--- src/rtl/fpd_pkg.sv ---
`timescale 1ns / 1ps
`default_nettype none
package fpd_pkg;
    localparam logic [2:0] PH_PRELIFTOFF  = 3'd0;
    localparam logic [2:0] PH_LIFTOFF     = 3'd1;
    localparam logic [2:0] PH_CUTOFF      = 3'd2;
    localparam logic [2:0] PH_EXP_STARTED = 3'd3;
    localparam logic [2:0] PH_EXP_DONE    = 3'd4;
    localparam logic [2:0] PH_DESCENDING  = 3'd5;
    localparam logic [2:0] PH_LANDED      = 3'd6;

    localparam logic [2:0] REG_LIFTOFF_THR = 3'd0;
    localparam logic [2:0] REG_CUTOFF_THR  = 3'd1;
    localparam logic [2:0] REG_DESCENT_THR = 3'd2;
    localparam logic [2:0] REG_SPIKE_THR   = 3'd3;
    localparam logic [2:0] REG_LAND_LOW    = 3'd4;
    localparam logic [2:0] REG_LAND_HIGH   = 3'd5;
    localparam logic [2:0] REG_LIFTOFF_TO  = 3'd6;
    localparam logic [2:0] REG_COAST_DELAY = 3'd7;

    localparam logic [15:0] RST_LIFTOFF_THR = 16'd1011;
    localparam logic [15:0] RST_CUTOFF_THR  = 16'd256;
    localparam logic [15:0] RST_DESCENT_THR = 16'd1024;
    localparam logic [15:0] RST_SPIKE_THR   = 16'd17920;
    localparam logic [15:0] RST_LAND_LOW    = 16'd1792;
    localparam logic [15:0] RST_LAND_HIGH   = 16'd3072;
    localparam logic [31:0] RST_LIFTOFF_TO  = 32'd150000;
    localparam logic [31:0] RST_COAST_DELAY = 32'd36000;

    localparam logic [31:0] GUARD_MS      = 32'd4000;
    localparam logic [32:0] EXPERIMENT_MS = 33'd110000;

    typedef struct packed {
        logic       load;
        logic       sq_step;
        logic [1:0] sq_sel;
        logic       root_step;
        logic       mem_rd;
        logic       upd;
        logic       div_init;
        logic       decide;
        logic       out_load;
    } fpd_cmd_t;
endpackage
`default_nettype wire

--- src/rtl/fpd_datapath.sv ---
`timescale 1ns / 1ps
`default_nettype none
module fpd_datapath import fpd_pkg::*; #(
    parameter int RING_DEPTH = 16
) (
    input  wire logic        aclk,
    input  wire logic        aresetn,
    input  wire fpd_cmd_t    cmd,
    input  wire logic [31:0] s_time_ms,
    input  wire logic [15:0] s_accel_x,
    input  wire logic [15:0] s_accel_y,
    input  wire logic [15:0] s_accel_z,
    input  wire logic        cfg_we,
    input  wire logic [2:0]  cfg_addr,
    input  wire logic [31:0] cfg_wdata,
    output logic [2:0]       m_phase,
    output logic [2:0]       m_previous_phase
);
    localparam int IW = (RING_DEPTH > 1) ? $clog2(RING_DEPTH) : 1;
    localparam int SW = 16 + $clog2(RING_DEPTH);
    localparam int LW = $clog2(RING_DEPTH);
    localparam int KW = SW + LW;
    localparam int PW = 2 * SW + 1;
    localparam logic [SW:0] RECIP =
        (SW+1)'(((64'd1 << KW) + 64'(RING_DEPTH - 1)) / 64'(RING_DEPTH));
    localparam logic [IW-1:0] LAST_IDX = IW'(RING_DEPTH - 1);

    logic [15:0] liftoff_thr_reg, cutoff_thr_reg, descent_thr_reg, spike_thr_reg;
    logic [15:0] land_low_reg, land_high_reg;
    logic [31:0] liftoff_to_reg, coast_reg;

    always_ff @(posedge aclk) begin
        if (!aresetn) begin
            liftoff_thr_reg <= RST_LIFTOFF_THR;
            cutoff_thr_reg  <= RST_CUTOFF_THR;
            descent_thr_reg <= RST_DESCENT_THR;
            spike_thr_reg   <= RST_SPIKE_THR;
            land_low_reg    <= RST_LAND_LOW;
            land_high_reg   <= RST_LAND_HIGH;
            liftoff_to_reg  <= RST_LIFTOFF_TO;
            coast_reg       <= RST_COAST_DELAY;
        end else if (cfg_we) begin
            case (cfg_addr)
                REG_LIFTOFF_THR: liftoff_thr_reg <= cfg_wdata[15:0];
                REG_CUTOFF_THR:  cutoff_thr_reg  <= cfg_wdata[15:0];
                REG_DESCENT_THR: descent_thr_reg <= cfg_wdata[15:0];
                REG_SPIKE_THR:   spike_thr_reg   <= cfg_wdata[15:0];
                REG_LAND_LOW:    land_low_reg    <= cfg_wdata[15:0];
                REG_LAND_HIGH:   land_high_reg   <= cfg_wdata[15:0];
                REG_LIFTOFF_TO:  liftoff_to_reg  <= cfg_wdata;
                REG_COAST_DELAY: coast_reg       <= cfg_wdata;
                default: ;
            endcase
        end
    end

    // magnitude: squares, then one root bit per step
    logic [31:0] time_reg;
    logic [15:0] ax_reg, ay_reg, az_reg;
    logic [31:0] rad_reg;
    logic [17:0] rem_reg;
    logic [15:0] root_reg;
    logic [15:0] sq_op;
    logic [31:0] sq_prod;
    logic [17:0] rem_t, trial;

    always_comb begin
        case (cmd.sq_sel)
            2'd0:    sq_op = ax_reg;
            2'd1:    sq_op = ay_reg;
            default: sq_op = az_reg;
        endcase
        sq_prod = sq_op * sq_op;
        rem_t   = {rem_reg[15:0], rad_reg[31:30]};
        trial   = {root_reg, 2'b01};
    end

    always_ff @(posedge aclk) begin
        if (cmd.load) begin
            time_reg <= s_time_ms;
            ax_reg   <= s_accel_x[15] ? 16'(-s_accel_x) : s_accel_x;
            ay_reg   <= s_accel_y[15] ? 16'(-s_accel_y) : s_accel_y;
            az_reg   <= s_accel_z[15] ? 16'(-s_accel_z) : s_accel_z;
            rad_reg  <= '0;
            rem_reg  <= '0;
            root_reg <= '0;
        end else if (cmd.sq_step) begin
            rad_reg <= rad_reg + sq_prod;
        end else if (cmd.root_step) begin
            rad_reg <= {rad_reg[29:0], 2'b00};
            if (rem_t >= trial) begin
                rem_reg  <= rem_t - trial;
                root_reg <= {root_reg[14:0], 1'b1};
            end else begin
                rem_reg  <= rem_t;
                root_reg <= {root_reg[14:0], 1'b0};
            end
        end
    end

    // rings
    logic [15:0] new_mem [RING_DEPTH];
    logic [15:0] old_mem [RING_DEPTH];
    logic [15:0] new_q, old_q;
    logic [IW-1:0] idx_reg;
    logic ring_full_reg, old_full_reg;
    logic [SW-1:0] new_sum_reg, old_sum_reg;
    logic [15:0] moved, old_out;

    assign moved   = ring_full_reg ? new_q : 16'd0;
    assign old_out = old_full_reg ? old_q : 16'd0;

    always_ff @(posedge aclk) begin
        if (cmd.mem_rd) begin
            new_q <= new_mem[idx_reg];
            old_q <= old_mem[idx_reg];
        end
        if (cmd.upd) begin
            new_mem[idx_reg] <= root_reg;
            if (ring_full_reg) begin
                old_mem[idx_reg] <= moved;
            end
        end
    end

    always_ff @(posedge aclk) begin
        if (!aresetn) begin
            idx_reg       <= '0;
            ring_full_reg <= 1'b0;
            old_full_reg  <= 1'b0;
            new_sum_reg   <= '0;
            old_sum_reg   <= '0;
        end else if (cmd.upd) begin
            new_sum_reg <= new_sum_reg - SW'(moved) + SW'(root_reg);
            if (ring_full_reg) begin
                old_sum_reg <= old_sum_reg - SW'(old_out) + SW'(moved);
            end
            if (idx_reg == LAST_IDX) begin
                idx_reg       <= '0;
                ring_full_reg <= 1'b1;
                if (ring_full_reg) begin
                    old_full_reg <= 1'b1;
                end
            end else begin
                idx_reg <= idx_reg + 1'b1;
            end
        end
    end

    // averages: both sums times the reciprocal of the depth, exact floor
    logic [PW-1:0] n_prod, o_prod;
    logic [15:0]   nq_reg, oq_reg;

    assign n_prod = PW'(new_sum_reg) * PW'(RECIP);
    assign o_prod = PW'(old_sum_reg) * PW'(RECIP);

    always_ff @(posedge aclk) begin
        if (cmd.div_init) begin
            nq_reg <= n_prod[KW +: 16];
            oq_reg <= o_prod[KW +: 16];
        end
    end

    // phase decision
    logic [15:0] new_avg, old_avg;
    logic [2:0]  phase_reg, prior_reg;
    logic [31:0] launch_reg, cutoff_reg;
    logic        spike_reg, spike_n;
    logic [31:0] since_cut, since_launch;
    logic [32:0] exp_limit;
    logic        c_lift, c_cut, c_exp, c_done, c_desc, c_land;

    always_comb begin
        new_avg      = nq_reg;
        old_avg      = oq_reg;
        since_cut    = time_reg - cutoff_reg;
        since_launch = time_reg - launch_reg;
        exp_limit    = EXPERIMENT_MS + {1'b0, coast_reg};
        spike_n = spike_reg | ((phase_reg >= PH_DESCENDING) && (root_reg >= spike_thr_reg));
        c_lift = (phase_reg == PH_PRELIFTOFF) &&
                 ({1'b0, new_avg} > ({1'b0, old_avg} + {1'b0, liftoff_thr_reg}));
        c_cut  = ((phase_reg <= PH_LIFTOFF) && (new_avg < cutoff_thr_reg)) ||
                 ((phase_reg == PH_LIFTOFF) && (since_launch >= liftoff_to_reg));
        c_exp  = (phase_reg == PH_CUTOFF) && (since_cut >= coast_reg);
        c_done = (phase_reg == PH_EXP_STARTED) && ({1'b0, since_cut} >= exp_limit);
        c_desc = ((phase_reg == PH_EXP_STARTED) || (phase_reg == PH_EXP_DONE)) &&
                 (new_avg > descent_thr_reg);
        c_land = (phase_reg >= PH_DESCENDING) && spike_n &&
                 (new_avg >= land_low_reg) && (new_avg <= land_high_reg);
    end

    always_ff @(posedge aclk) begin
        if (!aresetn) begin
            phase_reg  <= PH_PRELIFTOFF;
            prior_reg  <= PH_PRELIFTOFF;
            launch_reg <= '0;
            cutoff_reg <= '0;
            spike_reg  <= 1'b0;
        end else if (cmd.decide && (time_reg > GUARD_MS)) begin
            spike_reg <= spike_n;
            if (c_lift) begin
                launch_reg <= time_reg;
                prior_reg  <= phase_reg;
                phase_reg  <= PH_LIFTOFF;
            end else if (c_cut) begin
                cutoff_reg <= time_reg;
                prior_reg  <= phase_reg;
                phase_reg  <= PH_CUTOFF;
            end else if (c_exp) begin
                prior_reg <= phase_reg;
                phase_reg <= PH_EXP_STARTED;
            end else if (c_done) begin
                prior_reg <= phase_reg;
                phase_reg <= PH_EXP_DONE;
            end else if (c_desc) begin
                prior_reg <= phase_reg;
                phase_reg <= PH_DESCENDING;
            end else if (c_land) begin
                spike_reg <= 1'b0;
                prior_reg <= phase_reg;
                phase_reg <= PH_LANDED;
            end
        end
    end

    always_ff @(posedge aclk) begin
        if (cmd.out_load) begin
            m_phase          <= phase_reg;
            m_previous_phase <= prior_reg;
        end
    end
endmodule
`default_nettype wire

--- src/rtl/fpd_controller.sv ---
`timescale 1ns / 1ps
`default_nettype none
module fpd_controller import fpd_pkg::*; (
    input  wire logic aclk,
    input  wire logic aresetn,
    input  wire logic s_valid,
    output logic      s_ready,
    output logic      m_valid,
    input  wire logic m_ready,
    output fpd_cmd_t  cmd
);
    localparam int CW = 5;

    localparam logic [3:0] ST_IDLE  = 4'd0;
    localparam logic [3:0] ST_SQ    = 4'd1;
    localparam logic [3:0] ST_ROOT  = 4'd2;
    localparam logic [3:0] ST_RD    = 4'd3;
    localparam logic [3:0] ST_UPD   = 4'd4;
    localparam logic [3:0] ST_DINIT = 4'd5;
    localparam logic [3:0] ST_DEC   = 4'd6;
    localparam logic [3:0] ST_OUT   = 4'd7;

    logic [3:0]    state_reg, state_next;
    logic [CW-1:0] cnt_reg, cnt_next;
    logic          m_valid_reg, m_valid_next;
    logic          out_free;

    assign s_ready  = (state_reg == ST_IDLE);
    assign m_valid  = m_valid_reg;
    assign out_free = !m_valid_reg || m_ready;

    always_comb begin
        state_next   = state_reg;
        cnt_next     = cnt_reg;
        m_valid_next = m_valid_reg && !m_ready;
        cmd          = '0;
        cmd.sq_sel   = cnt_reg[1:0];
        case (state_reg)
            ST_IDLE: begin
                if (s_valid) begin
                    cmd.load   = 1'b1;
                    cnt_next   = '0;
                    state_next = ST_SQ;
                end
            end
            ST_SQ: begin
                cmd.sq_step = 1'b1;
                cnt_next    = cnt_reg + 1'b1;
                if (cnt_reg == CW'(2)) begin
                    cnt_next   = '0;
                    state_next = ST_ROOT;
                end
            end
            ST_ROOT: begin
                cmd.root_step = 1'b1;
                cnt_next      = cnt_reg + 1'b1;
                if (cnt_reg == CW'(15)) begin
                    state_next = ST_RD;
                end
            end
            ST_RD: begin
                cmd.mem_rd = 1'b1;
                state_next = ST_UPD;
            end
            ST_UPD: begin
                cmd.upd    = 1'b1;
                state_next = ST_DINIT;
            end
            ST_DINIT: begin
                cmd.div_init = 1'b1;
                cnt_next     = '0;
                state_next   = ST_DEC;
            end
            ST_DEC: begin
                cmd.decide = 1'b1;
                state_next = ST_OUT;
            end
            ST_OUT: begin
                if (out_free) begin
                    cmd.out_load = 1'b1;
                    m_valid_next = 1'b1;
                    state_next   = ST_IDLE;
                end
            end
            default: state_next = ST_IDLE;
        endcase
    end

    always_ff @(posedge aclk) begin
        if (!aresetn) begin
            state_reg   <= ST_IDLE;
            cnt_reg     <= '0;
            m_valid_reg <= 1'b0;
        end else begin
            state_reg   <= state_next;
            cnt_reg     <= cnt_next;
            m_valid_reg <= m_valid_next;
        end
    end

    a_accept_starts: assert property (@(posedge aclk) disable iff (!aresetn)
        s_valid && s_ready |=> state_reg == ST_SQ)
        else $error("accepted item did not start squaring");
    a_out_holds: assert property (@(posedge aclk) disable iff (!aresetn)
        state_reg == ST_OUT && m_valid_reg && !m_ready |=> state_reg == ST_OUT)
        else $error("result overwritten while stalled");
    a_one_cmd: assert property (@(posedge aclk) disable iff (!aresetn)
        $onehot0({cmd.load, cmd.sq_step, cmd.root_step, cmd.mem_rd, cmd.upd,
                  cmd.div_init, cmd.decide, cmd.out_load}))
        else $error("more than one datapath command");
    a_cnt_range: assert property (@(posedge aclk) disable iff (!aresetn)
        cnt_reg <= CW'(16))
        else $error("step counter out of range");
endmodule
`default_nettype wire

--- src/rtl/flight_phase_detector.sv ---
// Flight phase detector.
// Input channel s_*: one item per accelerometer sample, a millisecond
// timestamp and three signed Q8.8 axes, valid/ready. Result channel m_*:
// one item per input, the current phase and the phase before the last
// transition. Threshold and timing registers are written through cfg_we,
// cfg_addr, cfg_wdata; the user must write them only while the block is
// idle, which the block itself does not enforce; they take effect at once.
// Per item: three squares on one multiplier, a 16-bit square root (one
// result bit a cycle), ring read and update, both averages formed by a
// reciprocal multiply, the decision, then the output load; m_valid and
// s_ready rise together, and no new item is taken before that load.
// The result sits in an output register, so a stalled receiver does not
// stop the next item being accepted and worked; only its own output
// waits, and s_ready stays low until the held result is taken.
// Reset empties the rings and clears the sums, phase state and registers
// to their defaults.
`timescale 1ns / 1ps
`default_nettype none
module flight_phase_detector import fpd_pkg::*; #(
    parameter int RING_DEPTH = 16
) (
    input  wire logic        aclk,
    input  wire logic        aresetn,
    input  wire logic        s_valid,
    output logic             s_ready,
    input  wire logic [31:0] s_time_ms,
    input  wire logic [15:0] s_accel_x,
    input  wire logic [15:0] s_accel_y,
    input  wire logic [15:0] s_accel_z,
    output logic             m_valid,
    input  wire logic        m_ready,
    output logic [2:0]       m_phase,
    output logic [2:0]       m_previous_phase,
    input  wire logic        cfg_we,
    input  wire logic [2:0]  cfg_addr,
    input  wire logic [31:0] cfg_wdata
);
    fpd_cmd_t cmd;

    fpd_controller u_ctrl (
        .aclk    (aclk),
        .aresetn (aresetn),
        .s_valid (s_valid),
        .s_ready (s_ready),
        .m_valid (m_valid),
        .m_ready (m_ready),
        .cmd     (cmd)
    );

    fpd_datapath #(.RING_DEPTH(RING_DEPTH)) u_dp (
        .aclk             (aclk),
        .aresetn          (aresetn),
        .cmd              (cmd),
        .s_time_ms        (s_time_ms),
        .s_accel_x        (s_accel_x),
        .s_accel_y        (s_accel_y),
        .s_accel_z        (s_accel_z),
        .cfg_we           (cfg_we),
        .cfg_addr         (cfg_addr),
        .cfg_wdata        (cfg_wdata),
        .m_phase          (m_phase),
        .m_previous_phase (m_previous_phase)
    );
endmodule
`default_nettype wire
--- config.mk ---
export PLATFORM = sky130hd
export DESIGN_NAME = flight_phase_detector
export DESIGN_NICKNAME = d
export VERILOG_FILES = /design/src/rtl/fpd_pkg.sv /design/src/rtl/fpd_datapath.sv /design/src/rtl/fpd_controller.sv /design/src/rtl/flight_phase_detector.sv
export SDC_FILE = /design/constraint.sdc
export NUM_CORES = 2
export LEC_CHECK = 0
export BUFFER_PORTS_ARGS = -buffer_cell sky130_fd_sc_hd__buf_2
export CORE_MARGIN = 1.5
export CORE_UTILIZATION = 55
export CTS_CLUSTER_DIAMETER = 60
export DETAILED_ROUTE_END_ITERATION = 7
export HOLD_SLACK_MARGIN = 0.1
export PLACE_DENSITY = 0.71
export SYNTH_ARGS = -nofsm -noshare
export SYNTH_HDL_FRONTEND = slang
export SYNTH_SLANG_ARGS = --single-unit
--- constraint.sdc ---
create_clock -name aclk -period 9.15 [get_ports aclk]
set_input_delay 0.4575 -clock aclk [delete_from_list [all_inputs] [get_ports aclk]]
set_output_delay 0.4575 -clock aclk [all_outputs]
set_load 0.01 [all_outputs]
==> flow_summary.toml <==
[grt]
grt_pass1_wl_um = 221900
grt_pass1_vias = 39410
grt_use_met3_pct = 4.721
grtUsageMet1_pct = 37.12
antenna_found_initial = 2
grt_max_degree = 93
met2_usage_pct = 42.57
grt_usage_pct = 26.52
grt_remaining_overflow = 0
grt_busiest_layer = "met2"

[placement]
gp_congestion = 0.9176
post-place-cells = 6695
port_buffers = 127
hpwl_um = 97430
placed_area_um2 = 60800

[sta]
finalCritPeriodShare_pct = 90.58
worst_pin_slew_ns = 1.300
drv_slew = 0
finalHoldViolCount = 0
relSlewSlack_pct = 13.01
fmax_ghz = 0.1207
rsz0062_at_grt = "no"
setup_viol = 0
min_period_ns = 8.288
setup-tns-final_ns = 0
skew_ns = 0.05511

[synthesis]
synthFlopType = "edfxtp_1"
ys_types = 91
synthCells = 5299
synth_top_family_by_area = "adder cells"
synthXorXnorAreaFrac_pct = 2.917
syn_nets = 6088
synthMuxAreaShare_pct = 7.561
synth_fa_ha_area_share_pct = 17.23
syn-cell-area_um2 = 58550
avgSynthCellArea_um2 = 11.05
synthSimpleGateAreaFrac_pct = 9.830
seq_area_frac_synth_pct = 45.92
synth_edf_count = 662
synth_compound_area_share_pct = 10.52
async_flop_share_pct = 0
ys_warn_count = 0
ys_ff_latch = 1012

[setup_path]
arrival_ns = 8.90
regToRegSetupSlack_ns = 0.86
cp-start-kind = "flop"
worstPathMaxFanout = 19
r2r_end = "u_dp.rad_reg[28]"
crit_required_ns = 9.76
criticalPathCategory = "flop to flop"
cp-end-kind = "flop"
r2r_cells = 29
cpPeakStageDelay_ns = 0.54
rr_startpoint = "u_ctrl.cnt_reg[0]"
cp_slowest_cell = "fa_1"

[clock_tree]
clk_path_buf_depth = 3
cts_tree = "built"
cts.sink_count = 1012
cts-resized-gates = 0
clock_latency_ns = 0.74
ctsHoldBuffers = 98
htreeDepth = 3
cts_made_buffers = 107
root_buffer = "clkbuf_16"
post-cts-setup-buffer-count = 0
clkSlewWorstSetupHoldPaths_ns = 0.06

[routing]
routed_wl_um = 144000
antenna_left = 0
drt_iter0_markers = 3484
remaining_drc_errors = 12
vias = 40310
via_per_inst = 5.761
wire_per_inst_um = 20.58
dr.pass1.iters = 8

[final_layout]
fillers = 8181
fin_util_pct = 62.24
nNetsFinal = 6300
syn2layout_area_growth_pct = 12.05
design_area_um2 = 65610
layout.cells.non_filler = 6996
largestRegisters = "u_dp.new_mem (256), u_dp.old_mem (256)"
diodes = 0
drive_above_1_share_pct = 10.83

[worst_hold_path]
hp-start = "cfg_wdata[0]"
hp-class = "input port to flop"
whs_endpoint = "u_dp.cutoff_thr_reg[0]"
worstHoldPathCells = 3

[floorplan]
die_w_um = 329.3
start_util_pct = 55.54
core_area_um2 = 105400
rows = 119
die_h_um = 329.3
io_pins = 128
die_area_um2 = 108400

[run]
cap_violations = 0

[status]
status = "finished with violations"
violations = "design-rule violations"
-- worst max path at each step --
stage	from	end	slack, ns	depth (start not counted)
global route	u_ctrl.cnt_reg[0]	u_dp.rad_reg[28]	0.44	29
finish	u_ctrl.cnt_reg[0]	u_dp.rad_reg[28]	0.86	29
global placement	u_ctrl.cnt_reg[0]	u_dp.rad_reg[28]	1.08	29
floorplan	u_ctrl.cnt_reg[0]	u_dp.rad_reg[28]	1.60	28
detailed placement	u_ctrl.cnt_reg[0]	u_dp.rad_reg[28]	0.86	29
CTS	u_ctrl.cnt_reg[0]	u_dp.rad_reg[28]	0.83	29
-- routing by layer --
metal	wire, um	up-vias	part of all wire [%]
met2	66820	1494	46
li1	-	18980	-
met5	0	-	0
met4	3722	0	2.6
met3	11620	253	8.1
met1	61810	19580	43
-- through the flow --
stage	setup WS [ns]	hold WS (ns)
after CTS	0.8255	0.1007
after global placement	1.082	0.4146
after detailed placement	0.8563	0.4122
after global routing	0.4450	0.1235
final	0.8621	0.1452
after floorplan	1.596	0.4064
-- critical path, delay by kind of cell, from the launching register on --
family	cells	cell delay (ns)
buffers and inverters	9	1.33
AND/OR/NAND/NOR	3	0.70
AO/OA/AOI/OAI	9	2.21
flip-flops	1	0.34
adder cells (fa/ha/maj)	8	3.62
-- cell type report --
class	count	area [um2]	share of cell area, %
clock buffers	113	2710	4.131
repair buffers	287	2082	3.173
inverters	743	2796	4.262
flip-flops and latches	1012	26900	40.99
multi-input cells	3360	28270	43.09
clock inverters	90	1112	1.695
well taps	1391	1740	2.653
-- cell usage after synthesis, types with 16 or more instances --
cell      count  share of area [%]
a211oi_1     47               0.60
a21boi_0     17               0.22
a21o_1      107                1.4
a21oi_1     359                3.1
a222oi_1     18               0.31
a22o_1       17               0.25
a31oi_1      18               0.19
and2_1       30               0.32
and3_1       18               0.19
buf_1        17               0.11
clkbuf_1    144               0.92
clkbuf_2     16               0.14
dfxtp_1     350                 12
edfxtp_1    662                 34
fa_1        229                7.8
ha_1        440                9.4
inv_1       737                4.7
mux2i_1      80                1.4
mux4_2      160                6.2
nand2_1     612                3.9
nand2b_1     36               0.38
nand3_1      69               0.59
nand4_1      36               0.38
nor2_1      310                2.0
nor2b_1      38               0.41
nor3_1       64               0.55
nor4_1       17               0.18
o211ai_1     42               0.54
o21a_1       45               0.58
o21ai_0     124                1.1
o31ai_1      19               0.24
or3_1        24               0.26
xnor2_1     139                2.1
xor2_1       56               0.84
-- kinds of logic after synthesis --
family / Yosys count
AO/OA/AOI/OAI: 953
XOR/XNOR: 195
adder cells (fa/ha/maj): 669
buffers and inverters: 927
flip-flops: 1012
multiplexers: 242
AND/OR/NAND/NOR: 1301
-- layout by cell type, fill, tap and decap left out, types with 28 or more instances in the layout --
| cell type | Yosys | layout |
|---|---|---|
| a211oi_1 | 47 | 47 |
| a21o_1 | 107 | 107 |
| fa_1 | 229 | 229 |
| and2_1 | 30 | 30 |
| nand2b_1 | 36 | 36 |
| mux4_2 | 160 | 160 |
| ha_1 | 440 | 440 |
| nor3_1 | 64 | 60 |
| clkbuf_16 | 0 | 107 |
| buf_2 | 3 | 127 |
| nor2_1 | 310 | 280 |
| mux2i_1 | 80 | 80 |
| a21oi_1 | 359 | 359 |
| o21ai_0 | 124 | 124 |
| o21a_1 | 45 | 45 |
| nand4_1 | 36 | 36 |
| nand3_1 | 69 | 69 |
| nand2_1 | 612 | 611 |
| xnor2_1 | 139 | 139 |
| nor2b_1 | 38 | 36 |
| dfxtp_1 | 350 | 346 |
| edfxtp_1 | 662 | 662 |
| xor2_1 | 56 | 56 |
| buf_4 | 3 | 62 |
| dlygate4sd3_1 | 0 | 98 |
| nor2_2 | 0 | 28 |
| inv_1 | 737 | 736 |
| o211ai_1 | 42 | 42 |
Power is not shown: default switching activity piles up to over one toggle a cycle in this logic, so the estimate is an artifact.
